`src/hdl/bmp24sd_pkg.sv`:
```
`default_nettype none

package bmp24sd_pkg;

	// Register width of the max_dimension setting and its value after reset
	localparam int                   CFG_W         = 14;
	localparam logic [CFG_W-1:0]     MAX_DIM_RESET = 14'd10000;

	// Fixed widths of the result fields
	localparam int                   FIELD_COORD_W = 14;

	// Result queue geometry
	localparam int                   Q_DEPTH = 4;
	localparam int                   Q_AW    = 2;
	localparam int                   Q_CW    = 3;

	typedef enum logic [3:0] {
		ST_OK          = 4'd0,
		ST_SIGNATURE   = 4'd1,
		ST_RESERVED    = 4'd2,
		ST_INFO_SIZE   = 4'd3,
		ST_BITCOUNT    = 4'd4,
		ST_COMPRESSION = 4'd5,
		ST_OFFSET      = 4'd6,
		ST_DIMS        = 4'd7,
		ST_FILESIZE    = 4'd8,
		ST_TRUNCATED   = 4'd9
	} status_t;

	typedef enum logic {
		KIND_PIXEL  = 1'b0,
		KIND_STATUS = 1'b1
	} kind_t;

	typedef struct packed {
		logic [7:0] byte_value;
		logic       is_last;
	} in_beat_t;

	typedef struct packed {
		kind_t                    kind;
		logic [7:0]               red;
		logic [7:0]               green;
		logic [7:0]               blue;
		logic [FIELD_COORD_W-1:0] column;
		logic [FIELD_COORD_W-1:0] row;
		status_t                  status;
		logic [FIELD_COORD_W-1:0] image_width;
		logic [FIELD_COORD_W-1:0] image_height;
		logic                     end_of_run;
	} out_beat_t;

	// Results produced by one byte: count (0..2) and the beats in order
	typedef struct packed {
		logic [1:0] n;
		out_beat_t  r0;
		out_beat_t  r1;
	} push_t;

endpackage

`default_nettype wire

```
`src/hdl/bmp24sd_core.sv`:
```
`default_nettype none

module bmp24sd_core #(
	parameter int COORD_WIDTH = 14
) (
	input  logic                           clk,
	input  logic                           arst_n,
	input  logic                           fire,
	input  bmp24sd_pkg::in_beat_t          beat,
	input  logic [bmp24sd_pkg::CFG_W-1:0]  max_dim,
	output bmp24sd_pkg::push_t             push
);
	import bmp24sd_pkg::*;

	localparam int          CW        = COORD_WIDTH;
	localparam int          BW        = COORD_WIDTH + 2;
	localparam logic [31:0] COORD_MAX = 32'((64'd1 << COORD_WIDTH) - 64'd1);
	localparam logic [15:0] SIGNATURE = 16'h4D42;
	localparam logic [31:0] FILE_HDR  = 32'd14;
	localparam logic [15:0] BPP_24    = 16'd24;
	localparam logic [31:0] INFO_CORE = 32'd12;
	localparam logic [31:0] INFO_V1   = 32'd40;
	localparam logic [31:0] INFO_V2   = 32'd52;
	localparam logic [31:0] INFO_V3   = 32'd56;
	localparam logic [31:0] INFO_V4   = 32'd108;
	localparam logic [31:0] OFF_SAT   = 32'hFFFF_FFFF;
	localparam logic [31:0] MIN_COUNT = 32'd6;
	localparam logic [31:0] MIN_HDR   = 32'd26;

	// byte lane of a little-endian field that starts at base
	function automatic logic [1:0] lane_of(input logic [31:0] idx, input logic [1:0] base);
		return idx[1:0] - base;
	endfunction

	function automatic logic dim_bad(input logic [31:0] v, input logic [31:0] lim);
		return (v == 32'd0) || (v > lim);
	endfunction

	function automatic logic info_ok(input logic [31:0] s);
		return (s == INFO_CORE) || (s == INFO_V1) || (s == INFO_V2) ||
			(s == INFO_V3) || (s == INFO_V4);
	endfunction

	logic [31:0]   off_q, off_d;
	logic [15:0]   sig_q, sig_d;
	logic [31:0]   fsize_q, fsize_d;
	logic [31:0]   rsvd_q, rsvd_d;
	logic [31:0]   pdo_q, pdo_d;
	logic [31:0]   info_q, info_d;
	logic [31:0]   width_q, width_d;
	logic [31:0]   height_q, height_d;
	logic [15:0]   bpp_q, bpp_d;
	logic [31:0]   comp_q, comp_d;
	logic [CW-1:0] col_q, col_d;
	logic [CW-1:0] rows_q, rows_d;
	logic [BW-1:0] bir_q, bir_d;
	logic [1:0]    phase_q, phase_d;
	logic [15:0]   pp_q, pp_d;
	status_t       err_q, err_d;

	logic [BW-1:0] w3_q;
	logic [BW-1:0] stride_q;

	logic [31:0]   idx;
	logic [7:0]    b;
	logic [31:0]   lim;
	logic [31:0]   info_new;
	logic [BW-1:0] bir_inc;
	logic          pix;
	status_t       st;
	out_beat_t     pix_beat;
	out_beat_t     st_beat;
	logic [CW-1:0] row_td;

	assign idx = off_q;
	assign b   = beat.byte_value;
	assign lim = ({{(32-CFG_W){1'b0}}, max_dim} > COORD_MAX) ? COORD_MAX :
		{{(32-CFG_W){1'b0}}, max_dim};
	assign info_new = {b, info_q[23:0]};
	assign bir_inc  = bir_q + BW'(1);
	assign row_td   = height_q[CW-1:0] - CW'(1) - rows_q;

	always_comb begin
		off_d    = off_q;
		sig_d    = sig_q;
		fsize_d  = fsize_q;
		rsvd_d   = rsvd_q;
		pdo_d    = pdo_q;
		info_d   = info_q;
		width_d  = width_q;
		height_d = height_q;
		bpp_d    = bpp_q;
		comp_d   = comp_q;
		col_d    = col_q;
		rows_d   = rows_q;
		bir_d    = bir_q;
		phase_d  = phase_q;
		pp_d     = pp_q;
		err_d    = err_q;
		pix      = 1'b0;

		if (err_q == ST_OK) begin
			if (idx < 32'd2) begin
				sig_d[{idx[0], 3'b000} +: 8] = b;
				if (idx == 32'd1 && {b, sig_q[7:0]} != SIGNATURE)
					err_d = ST_SIGNATURE;
			end else if (idx < 32'd6) begin
				fsize_d[{lane_of(idx, 2'd2), 3'b000} +: 8] = b;
			end else if (idx < 32'd10) begin
				rsvd_d[{lane_of(idx, 2'd2), 3'b000} +: 8] = b;
				if (idx == 32'd9 && {b, rsvd_q[23:0]} != 32'd0)
					err_d = ST_RESERVED;
			end else if (idx < 32'd14) begin
				pdo_d[{lane_of(idx, 2'd2), 3'b000} +: 8] = b;
			end else if (idx < 32'd18) begin
				info_d[{lane_of(idx, 2'd2), 3'b000} +: 8] = b;
				if (idx == 32'd17) begin
					if (!info_ok(info_new))
						err_d = ST_INFO_SIZE;
					else if (pdo_q != FILE_HDR + info_new)
						err_d = ST_OFFSET;
				end
			end else if (idx < pdo_q) begin
				if (info_q == INFO_CORE) begin
					// 16-bit core header: width 18, height 20, bit count 24
					if (idx < 32'd20) begin
						width_d[{lane_of(idx, 2'd2), 3'b000} +: 8] = b;
						if (idx == 32'd19 && dim_bad({16'd0, b, width_q[7:0]}, lim))
							err_d = ST_DIMS;
					end else if (idx < 32'd22) begin
						height_d[{lane_of(idx, 2'd0), 3'b000} +: 8] = b;
						if (idx == 32'd21 && dim_bad({16'd0, b, height_q[7:0]}, lim))
							err_d = ST_DIMS;
					end else if (idx >= 32'd24 && idx < 32'd26) begin
						bpp_d[{lane_of(idx, 2'd0) == 2'd1, 3'b000} +: 8] = b;
						if (idx == 32'd25 && {b, bpp_q[7:0]} != BPP_24)
							err_d = ST_BITCOUNT;
					end
				end else begin
					if (idx < 32'd22) begin
						width_d[{lane_of(idx, 2'd2), 3'b000} +: 8] = b;
						if (idx == 32'd21 && dim_bad({b, width_q[23:0]}, lim))
							err_d = ST_DIMS;
					end else if (idx < 32'd26) begin
						height_d[{lane_of(idx, 2'd2), 3'b000} +: 8] = b;
						if (idx == 32'd25 && dim_bad({b, height_q[23:0]}, lim))
							err_d = ST_DIMS;
					end else if (idx >= 32'd28 && idx < 32'd30) begin
						bpp_d[{lane_of(idx, 2'd0) == 2'd1, 3'b000} +: 8] = b;
						if (idx == 32'd29 && {b, bpp_q[7:0]} != BPP_24)
							err_d = ST_BITCOUNT;
					end else if (idx >= 32'd30 && idx < 32'd34) begin
						comp_d[{lane_of(idx, 2'd2), 3'b000} +: 8] = b;
						if (idx == 32'd33 && {b, comp_q[23:0]} != 32'd0)
							err_d = ST_COMPRESSION;
					end
				end
			end else if ({{(32-CW){1'b0}}, rows_q} < height_q) begin
				// pixel rows: B, G, R per pixel, then pad to the stride
				if (bir_q < w3_q) begin
					case (phase_q)
						2'd0: begin
							pp_d    = {8'd0, b};
							phase_d = 2'd1;
						end
						2'd1: begin
							pp_d[15:8] = b;
							phase_d    = 2'd2;
						end
						default: begin
							pix     = 1'b1;
							col_d   = col_q + CW'(1);
							phase_d = 2'd0;
						end
					endcase
				end
				bir_d = bir_inc;
				if (bir_inc >= stride_q) begin
					bir_d   = '0;
					col_d   = '0;
					phase_d = 2'd0;
					rows_d  = rows_q + CW'(1);
				end
			end
		end

		if (off_q != OFF_SAT)
			off_d = off_q + 32'd1;
	end

	// end-of-file status
	always_comb begin
		if (err_d != ST_OK)
			st = err_d;
		else if (off_d < MIN_COUNT)
			st = ST_TRUNCATED;
		else if (fsize_d != off_d)
			st = ST_FILESIZE;
		else if (off_d < MIN_HDR || off_d < pdo_d ||
			{{(32-CW){1'b0}}, rows_d} != height_d)
			st = ST_TRUNCATED;
		else
			st = ST_OK;
	end

	always_comb begin
		pix_beat              = '0;
		pix_beat.kind         = KIND_PIXEL;
		pix_beat.red          = b;
		pix_beat.green        = pp_q[15:8];
		pix_beat.blue         = pp_q[7:0];
		pix_beat.column       = FIELD_COORD_W'(col_q);
		pix_beat.row          = FIELD_COORD_W'(row_td);
		pix_beat.status       = ST_OK;
		pix_beat.end_of_run   = !beat.is_last;

		st_beat               = '0;
		st_beat.kind          = KIND_STATUS;
		st_beat.status        = st;
		st_beat.image_width   = (st == ST_OK) ? width_d[FIELD_COORD_W-1:0] : '0;
		st_beat.image_height  = (st == ST_OK) ? height_d[FIELD_COORD_W-1:0] : '0;
		st_beat.end_of_run    = 1'b1;

		push = '0;
		if (fire) begin
			if (pix) begin
				push.r0 = pix_beat;
				push.r1 = st_beat;
				push.n  = beat.is_last ? 2'd2 : 2'd1;
			end else if (beat.is_last) begin
				push.r0 = st_beat;
				push.n  = 2'd1;
			end
		end
	end

	// row geometry, settled long before the first pixel byte
	always_ff @(posedge clk) begin
		w3_q     <= BW'(width_q[CW-1:0]) + {1'b0, width_q[CW-1:0], 1'b0};
		stride_q <= (w3_q + BW'(3)) & ~BW'(3);
	end

	always_ff @(posedge clk or negedge arst_n) begin
		if (!arst_n) begin
			off_q    <= '0;
			sig_q    <= '0;
			fsize_q  <= '0;
			rsvd_q   <= '0;
			pdo_q    <= '0;
			info_q   <= '0;
			width_q  <= '0;
			height_q <= '0;
			bpp_q    <= '0;
			comp_q   <= '0;
			col_q    <= '0;
			rows_q   <= '0;
			bir_q    <= '0;
			phase_q  <= '0;
			pp_q     <= '0;
			err_q    <= ST_OK;
		end else if (fire) begin
			if (beat.is_last) begin
				off_q    <= '0;
				sig_q    <= '0;
				fsize_q  <= '0;
				rsvd_q   <= '0;
				pdo_q    <= '0;
				info_q   <= '0;
				width_q  <= '0;
				height_q <= '0;
				bpp_q    <= '0;
				comp_q   <= '0;
				col_q    <= '0;
				rows_q   <= '0;
				bir_q    <= '0;
				phase_q  <= '0;
				pp_q     <= '0;
				err_q    <= ST_OK;
			end else begin
				off_q    <= off_d;
				sig_q    <= sig_d;
				fsize_q  <= fsize_d;
				rsvd_q   <= rsvd_d;
				pdo_q    <= pdo_d;
				info_q   <= info_d;
				width_q  <= width_d;
				height_q <= height_d;
				bpp_q    <= bpp_d;
				comp_q   <= comp_d;
				col_q    <= col_d;
				rows_q   <= rows_d;
				bir_q    <= bir_d;
				phase_q  <= phase_d;
				pp_q     <= pp_d;
				err_q    <= err_d;
			end
		end
	end

endmodule

`default_nettype wire

```
`src/hdl/bmp24sd_outq.sv`:
```
`default_nettype none

module bmp24sd_outq (
	input  logic                   clk,
	input  logic                   arst_n,
	input  bmp24sd_pkg::push_t     push,
	input  logic                   pop_ready,
	output logic                   valid,
	output bmp24sd_pkg::out_beat_t beat,
	output logic                   room
);
	import bmp24sd_pkg::*;

	out_beat_t       ent_q [Q_DEPTH];
	logic [Q_AW-1:0] head_q;
	logic [Q_AW-1:0] tail_q;
	logic [Q_CW-1:0] count_q;
	logic            pop;

	assign valid = (count_q != '0);
	assign beat  = ent_q[head_q];
	assign pop   = valid && pop_ready;
	// two free slots cover the worst case of one byte
	assign room  = (count_q <= Q_CW'(Q_DEPTH - 2));

	always_ff @(posedge clk) begin
		if (push.n != 2'd0)
			ent_q[tail_q] <= push.r0;
		if (push.n == 2'd2)
			ent_q[tail_q + Q_AW'(1)] <= push.r1;
	end

	always_ff @(posedge clk or negedge arst_n) begin
		if (!arst_n) begin
			head_q  <= '0;
			tail_q  <= '0;
			count_q <= '0;
		end else begin
			tail_q  <= tail_q + Q_AW'(push.n);
			if (pop)
				head_q <= head_q + Q_AW'(1);
			count_q <= count_q + Q_CW'(push.n) - Q_CW'(pop);
		end
	end

endmodule

`default_nettype wire

```
`src/hdl/bmp24_stream_decoder_top.sv`:
```
`default_nettype none

// Path: input register -> decoder -> four-entry result queue -> result_beat.
// Throughput: one byte per cycle while the queue has room; a byte that ends a pixel
//   and the file gives two beats, drained one per cycle while result_ready is high.
// Reset: arst_n clears the decoder to the start of a new file and sets max_dimension
//   to 10000; the decoder also returns to that start state after each final byte.
module bmp24_stream_decoder_top #(
	parameter int COORD_WIDTH = 14
) (
	input  logic                          clk,
	input  logic                          arst_n,
	// byte stream in
	input  logic                          byte_valid,
	output logic                          byte_ready,
	input  bmp24sd_pkg::in_beat_t         byte_beat,
	// pixel / status stream out
	output logic                          result_valid,
	input  logic                          result_ready,
	output bmp24sd_pkg::out_beat_t        result_beat,
	// max_dimension register
	input  logic                          cfg_wr_en,
	input  logic [bmp24sd_pkg::CFG_W-1:0] cfg_wr_data
);
	import bmp24sd_pkg::*;

	// Input register: holds one beat; it moves into the decoder as soon as the
	// result queue can take the worst case (two beats). Ready never looks at
	// result_ready directly, only at the registered queue fill.
	in_beat_t          beat_s1;
	logic              vld_s1;
	logic              fire;
	logic              room;
	logic [CFG_W-1:0]  max_dim_q;
	push_t             push;

	assign fire       = vld_s1 && room;
	assign byte_ready = !vld_s1 || fire;

	always_ff @(posedge clk) begin
		if (byte_valid && byte_ready)
			beat_s1 <= byte_beat;
	end

	always_ff @(posedge clk or negedge arst_n) begin
		if (!arst_n) begin
			vld_s1 <= 1'b0;
		end else if (byte_valid && byte_ready) begin
			vld_s1 <= 1'b1;
		end else if (fire) begin
			vld_s1 <= 1'b0;
		end
	end

	// Config register: the user must write it only while the stream is idle; the block does not enforce this.
	always_ff @(posedge clk or negedge arst_n) begin
		if (!arst_n) begin
			max_dim_q <= MAX_DIM_RESET;
		end else if (cfg_wr_en) begin
			max_dim_q <= cfg_wr_data;
		end
	end

	// Header collection, checks, row walk and status, all in one pass per beat.
	bmp24sd_core #(
		.COORD_WIDTH(COORD_WIDTH)
	) u_core (
		.clk     (clk),
		.arst_n  (arst_n),
		.fire    (fire),
		.beat    (beat_s1),
		.max_dim (max_dim_q),
		.push    (push)
	);

	// Result registers: a small queue so a pixel and a status from one byte
	// both land without stalling the byte side.
	bmp24sd_outq u_outq (
		.clk       (clk),
		.arst_n    (arst_n),
		.push      (push),
		.pop_ready (result_ready),
		.valid     (result_valid),
		.beat      (result_beat),
		.room      (room)
	);

endmodule

`default_nettype wire
```
`config.mk`:
```
export PLATFORM = sky130hd
export DESIGN_NAME = bmp24_stream_decoder_top
export DESIGN_NICKNAME = d
export VERILOG_FILES = /design/src/hdl/bmp24sd_pkg.sv /design/src/hdl/bmp24sd_core.sv /design/src/hdl/bmp24sd_outq.sv /design/src/hdl/bmp24_stream_decoder_top.sv
export SDC_FILE = /design/constraint.sdc
export NUM_CORES = 2
export LEC_CHECK = 0
export ABC_CLOCK_PERIOD_IN_PS = 5100
export BUFFER_PORTS_ARGS = -buffer_cell sky130_fd_sc_hd__buf_2
export CAP_MARGIN = 20
export CORE_MARGIN = 4
export CORE_UTILIZATION = 40
export CTS_CLUSTER_DIAMETER = 200
export CTS_CLUSTER_SIZE = 28
export DETAILED_ROUTE_END_ITERATION = 10
export GPL_TIMING_DRIVEN = 0
export SYNTH_ARGS = -nofsm -noshare
export SYNTH_HDL_FRONTEND = slang
export SYNTH_SLANG_ARGS = --single-unit
```
`constraint.sdc`:
```
create_clock -name clk -period 5.1 [get_ports clk]
set_input_delay 1.02 -clock clk [delete_from_list [all_inputs] [get_ports clk]]
set_output_delay 1.02 -clock clk [all_outputs]
set_load 0.02 [all_outputs]
```
Word level (Yosys, flattened, before mapping). Memories as Yosys holds them, arrays and structs flattened. Cells that the tools add are included. W data, S select, Z words.

Add/sub/neg operators: 19. $lt $le $gt $ge: 25. Equality and inequality tests: 40. Shifts and indexed selects: 8. Muxes and demuxes: 200. Reductions and logical operators: 66.

Operators by type and width (number): $mux W32 (61); $mux W16 (38); $mux W14 (24); $bwmux W32 (8); $lt A32 B5 Y1 const B (6); $mux W174 (1); $eq A32 B5 Y1 const B (5); $eq A32 B6 Y1 const B (4); $mux W4 (32); $eq A32 B4 Y1 const B (3); $ge A32 B5 Y1 const B (3); $mux W88 (1); $mux W87 (1); $mux W86 (1); $gt A32 B14 Y1 (2); $logic_not A32 Y1 (2); $lt A32 B3 Y1 const B (2); $lt A32 B32 Y1 (2); $lt A32 B4 Y1 const B (2); $ne A32 B32 Y1 (2); $reduce_bool A32 Y1 (2); $shift A8 B7 Y32 const A (2); $shiftx A8 B7 Y32 (2); $reduce_and A11 Y1 (3); other kinds (59) (149).

Bits in registers: 415. Bits in writable memories: 344. Output and inout port bits: 88. Logic and storage cells: 386. Memories: 1.

Memory list: u_outq.ent_q (words 4, bits a word 86, read ports 1, clocked after memory_dff 0, wr ports 2, line bmp24sd_outq.sv:14) `out_beat_t ent_q [Q_DEPTH];`.

Logic depth before layout (Yosys ltp).
Depth after elaboration: 28. Mapped depth: 26. Depth with buffers taken out: 21.

By module. Synthesis repeated with hierarchy kept, for this count alone.

Cell total of the unflattened synthesis: 4313. Area, all modules: 45492.4 µm².

Modules (own cells, without submodules): bmp24sd_core (times used 1, cells an instance 3397, area an instance 27410.0 µm²); bmp24sd_outq (times used 1, cells an instance 873, area an instance 17236.5 µm²); bmp24_stream_decoder_top (times used 1, cells an instance 43, area an instance 845.8 µm²).

Worst setup path after synthesis. OpenSTA, ideal clock, no wires.

Path kind: reg2reg. From: register u_core.off_q[0], in the netlist u_core.idx[0]. To: memory u_outq.ent_q[0][10] in the netlist's numbering, data pin. Data arrival time: 4807 ps. Required time: 4930 ps. Slack: 123 ps. Cell stages (with the launch flop): 24. Path buffers: 6. Path through: dfrtp_1 > inv_1 > clkbuf_1 > ha_1 > clkbuf_1 > or2_2 > clkbuf_1 > clkbuf_1 > nor2_1 > mux2i_1 > ha_1 > a21o_1 > a21o_1 > a21o_1 > a21o_1 > a21oi_1 > o211a_1 > o21bai_1 > o211ai_1 > nor4b_4 > nand4_4 > buf_2 > buf_4 > nor4_2.

RTL lines: from (decl) (line bmp24sd_core.sv:44) `logic [31:0] off_q, off_d;`; from (signal assigned) (line bmp24sd_core.sv:245) `off_q <= '0;`; from (signal assigned) (line bmp24sd_core.sv:263) `off_q <= '0;`; from (signal assigned) (line bmp24sd_core.sv:280) `off_q <= off_d;`; to (decl) (line bmp24sd_outq.sv:14).

==> flow_summary.yaml <==
floorplanning:
  die_w_um: 331
  num_rows: 118
  die-area_mm2: 0.110
  pin_count: 116
  start_util_pct: 40.4
  die_h_um: 331
  core_area_mm2: 0.104
timing:
  hold_violations: 0
  rsz0062_at_grt: "true"
  fmaxAchievable_mhz: 176
  fin_skew_ns: 0.0684
  relSlewSlack_pct: 13.8
  slew_violations: 0
  whs_ns: 0.221
  fin_crit_sh_pct: 111
  min_period_ns: 5.68
  setup_viol: 120
  worst_slack_ns: -0.575
  worst_pin_slew_ns: 1.29
power:
  p_per_area_mw_per_mm2: 397
  switching_share_pct: 45.5
  intPower_mw: 10.5
  p_switching_mw: 8.78
  clkPwrFrac_pct: 16.1
  p_comb_share_pct: 47.6
  power_leakage_nw: 20.0
  ir_drop_mv: 0.318
  power_frac_seq_pct: 36.3
global_route:
  grt_pass1_vias: 36300
  gr-max-usage-layer: "met2"
  grt_max_degree: 113
  met1_usage_pct: 38.1
  grt-ovfl-total: 0
  met2_usage_pct: 43.7
  use_met3_pct: 6.61
  grt_antenna_before_repair: 5
  grt_use_total_pct: 28.5
  grt_pass1_wl_um: 242000
clock_network:
  clkTransAtPathRegs_ns: 0.13
  cts_made_buffers: 29
  cts_root_buf: "clkbuf_16"
  clk_path_buf_depth: 3
  cts-htree-levels: 1
  cts.sinks: 719
  clk_latency_ns: 0.73
  cts_tree: "done"
drt:
  firstDrtPassIters: 8
  drt_iter0_markers: 4626
  postRouteAntennaNets: 0
  drc_errors: 0
  vias: 38300
  wl_per_cell_um: 27.2
  via_per_inst: 6.31
  wl_um: 165000
status:
  failed_checks: "setup timing"
  status: "finished, violations left"
finish:
  layout_common_cells: "nand2_1, o21ai_0, dfrtp_1"
  syn_to_final_growth_pct: 16.2
  drive_above_1_share_pct: 16.1
  final_cells: 6065
  nNetsFinal: 4883
  n_fill_cell: 9799
  final_common_cell: "nand2_1"
synthesis:
  syn_area_mm2: 0.0418
  synth_edf_count: 145
  ys_types: 102
  syn_inst: 4404
  ys_ff_latch: 719
  ys_seq_area_share_pct: 41.9
  synth_ff_type: "dfrtp_1"
  avgSynthCellArea_um2: 9.50
  synthArstFlopShare_pct: 46.7
  ys_warn_count: 0
  syn-num-nets: 4627
worst_hold_path:
  hold_class: "input port to asynchronous set/reset pin"
run:
  maxCapViolCount: 0
setup_path:
  slowest_delay_ns: 0.51
  critPathSlowestCell: "dfrtp_1"
  critPathKind: "flop to flop"
  cp_data_required_time_ns: 5.61
  worstPathArrival_ns: 6.19
  endpoint_kind: "flop"
  cpMostUsedCell: "a21o_1"
  start_kind: "flop"
  crit_fanout: 8
place:
  port_buffers: 114
  dp_hpwl_um: 120000
  place_inst: 5922
  gp_congestion: 1.04
-- stage by stage --
stage	worst slack, ns	util, %	instance area, µm²	setup TNS, ns	power (mW)
after global routing	-0.661	46.9	48600	-62.19	20.0
after detailed placement	-2.45	42.9	44500	-566.47	15.3
final	-0.575	46.9	48600	-54.28	19.3
after CTS	-0.310	45.9	47500	-35.58	18.7
after global placement	-4.34	42.6	44100	-2081.44	15.1
after floorplan	0.123	-	41800	0	12.0
-- worst paths after layout --
check                      slack [ns]                             start  cells past startpoint                                to
setup reg to reg                -0.58         u_core.idx[6]$_DFFE_PN0P_                     25     u_outq.ent_q[0][24]$_DFFE_PP_
hold reg to reg                  0.46  u_outq.ent_q[1][38]$_SDFFE_PP0P_                      2  u_outq.ent_q[1][38]$_SDFFE_PP0P_
setup / recovery                -0.58         u_core.idx[6]$_DFFE_PN0P_                     25     u_outq.ent_q[0][24]$_DFFE_PP_
hold / removal                   0.22                            arst_n                      1        u_core.pp_q[8]$_DFFE_PN0P_
max in group asynchronous        3.43                            arst_n                      3     u_core.rsvd_q[21]$_DFFE_PN0P_
min in group clk                 0.46  u_outq.ent_q[1][38]$_SDFFE_PP0P_                      2  u_outq.ent_q[1][38]$_SDFFE_PP0P_
-- synth_stat cells (all sizes together), types with 8 or more instances --
| cell | count | area (µm²) |
|---|---|---|
| nand2b | 20 | 125 |
| and4 | 19 | 166 |
| xor2 | 53 | 464 |
| ha | 192 | 2400 |
| o22ai | 66 | 413 |
| o31ai | 20 | 164 |
| edfxtp | 145 | 4350 |
| or4 | 22 | 173 |
| nand3b | 8 | 60.1 |
| or2 | 16 | 100 |
| a22oi | 58 | 492 |
| and2 | 19 | 119 |
| o211ai | 18 | 135 |
| dfxtp | 238 | 4760 |
| nand4 | 86 | 566 |
| a2111oi | 11 | 103 |
| clkbuf | 238 | 895 |
| nand2 | 578 | 2170 |
| or3 | 26 | 163 |
| a31oi | 96 | 601 |
| nor4 | 184 | 1490 |
| a22o | 205 | 1800 |
| mux4 | 86 | 1940 |
| o31a | 10 | 87.6 |
| buf | 80 | 435 |
| o21a | 12 | 90.1 |
| mux2i | 50 | 500 |
| dfrtp | 331 | 8280 |
| nand3 | 98 | 490 |
| nor3 | 105 | 579 |
| nor2 | 188 | 718 |
| inv | 184 | 691 |
| nor4b | 14 | 150 |
| o21ai | 351 | 1760 |
| o211a | 10 | 100 |
| o2111ai | 9 | 78.8 |
| a21oi | 128 | 641 |
| o41ai | 8 | 70.1 |
| a211oi | 13 | 97.6 |
| a21o | 35 | 263 |
| and3 | 34 | 213 |
| nor2b | 106 | 663 |
| xnor2 | 106 | 928 |
| mux2 | 22 | 248 |
-- kinds of logic after synthesis --
| group | count (synthesis) | synth area share (%) |
|---|---|---|
| and+or+nand+nor | 1542 | 19.4 |
| adders and majority gates | 195 | 5.88 |
| DFF | 719 | 41.9 |
| muxes | 158 | 6.42 |
| xor gates and xnor gates | 160 | 3.38 |
| buffers and inverters | 503 | 4.84 |
| AOI/OAI and AO/OA | 1127 | 18.2 |
-- power groups by stage --
stage	logic [mW]	clock network [mW]	registers, mW
2_1_floorplan	5.07	0	6.95
3_3_place_gp	7.96	0	7.12
3_5_place_dp	8.14	0	7.13
4_1_cts	8.62	3.12	7.00
5_1_grt	9.61	3.31	7.08
6_report	9.19	3.10	7.02
-- critical path, delay by kind of cell (launching register included) --
kind / cells / cell delay [ns]
and+or+nand+nor: 10 / 2.21
DFF: 1 / 0.51
buffers and inverters: 5 / 0.93
muxes: 1 / 0.20
adders and majority gates: 1 / 0.29
AOI/OAI and AO/OA: 8 / 1.29
-- repair_timing --
item                                    CTS  global route
buffers inserted                         47            33
endpoints found under the setup margin  499           470
gates resized for setup                 332           126
hold endpoints to repair                  0             0
cloned                                    7             3
hold buffers                              0             0
pin swaps                                63            59
-- metal layers --
metal	up-vias	share of wire (%)
met5	-	0.0085
met4	2	5.9
met2	2073	44
li1	16800	-
met1	18900	40
met3	458	9.8
-- flip-flops by register name, summed over array words and instances, names as in the netlist, 8 cells and up --
name,flops
u_core.pdo_q,32
u_core.bpp_q,8
u_core.col_q,14
u_core.stride_q,14
u_core.pp_q,16
u_core.rsvd_q,24
u_core.idx,32
u_core.rows_q,14
u_core.comp_q,24
u_core.fsize_q,32
u_core.sig_q,8
u_core.height_q,32
beat_s1,9
u_core.w3_q,16
u_outq.ent_q,344
u_core.width_q,24
u_core.info_q,32
u_core.bir_q,16
max_dim_q,14
-- final cells by class --
class | instances | area, µm² | share of cell area, %
Sequential cell | 719 | 17500 | 36.1
Clock buffer | 52 | 812 | 1.67
Antenna cell | 2 | 5.00 | 0.0103
Clock inverter | 2 | 31.3 | 0.0643
Buffer | 308 | 1650 | 3.39
Multi-Input combinational cell | 3182 | 24300 | 49.9
Tap cell | 1380 | 1730 | 3.55
Inverter | 185 | 734 | 1.51
Timing Repair Buffer | 235 | 1890 | 3.88
Note: power is estimated with default switching activity, not from simulation.
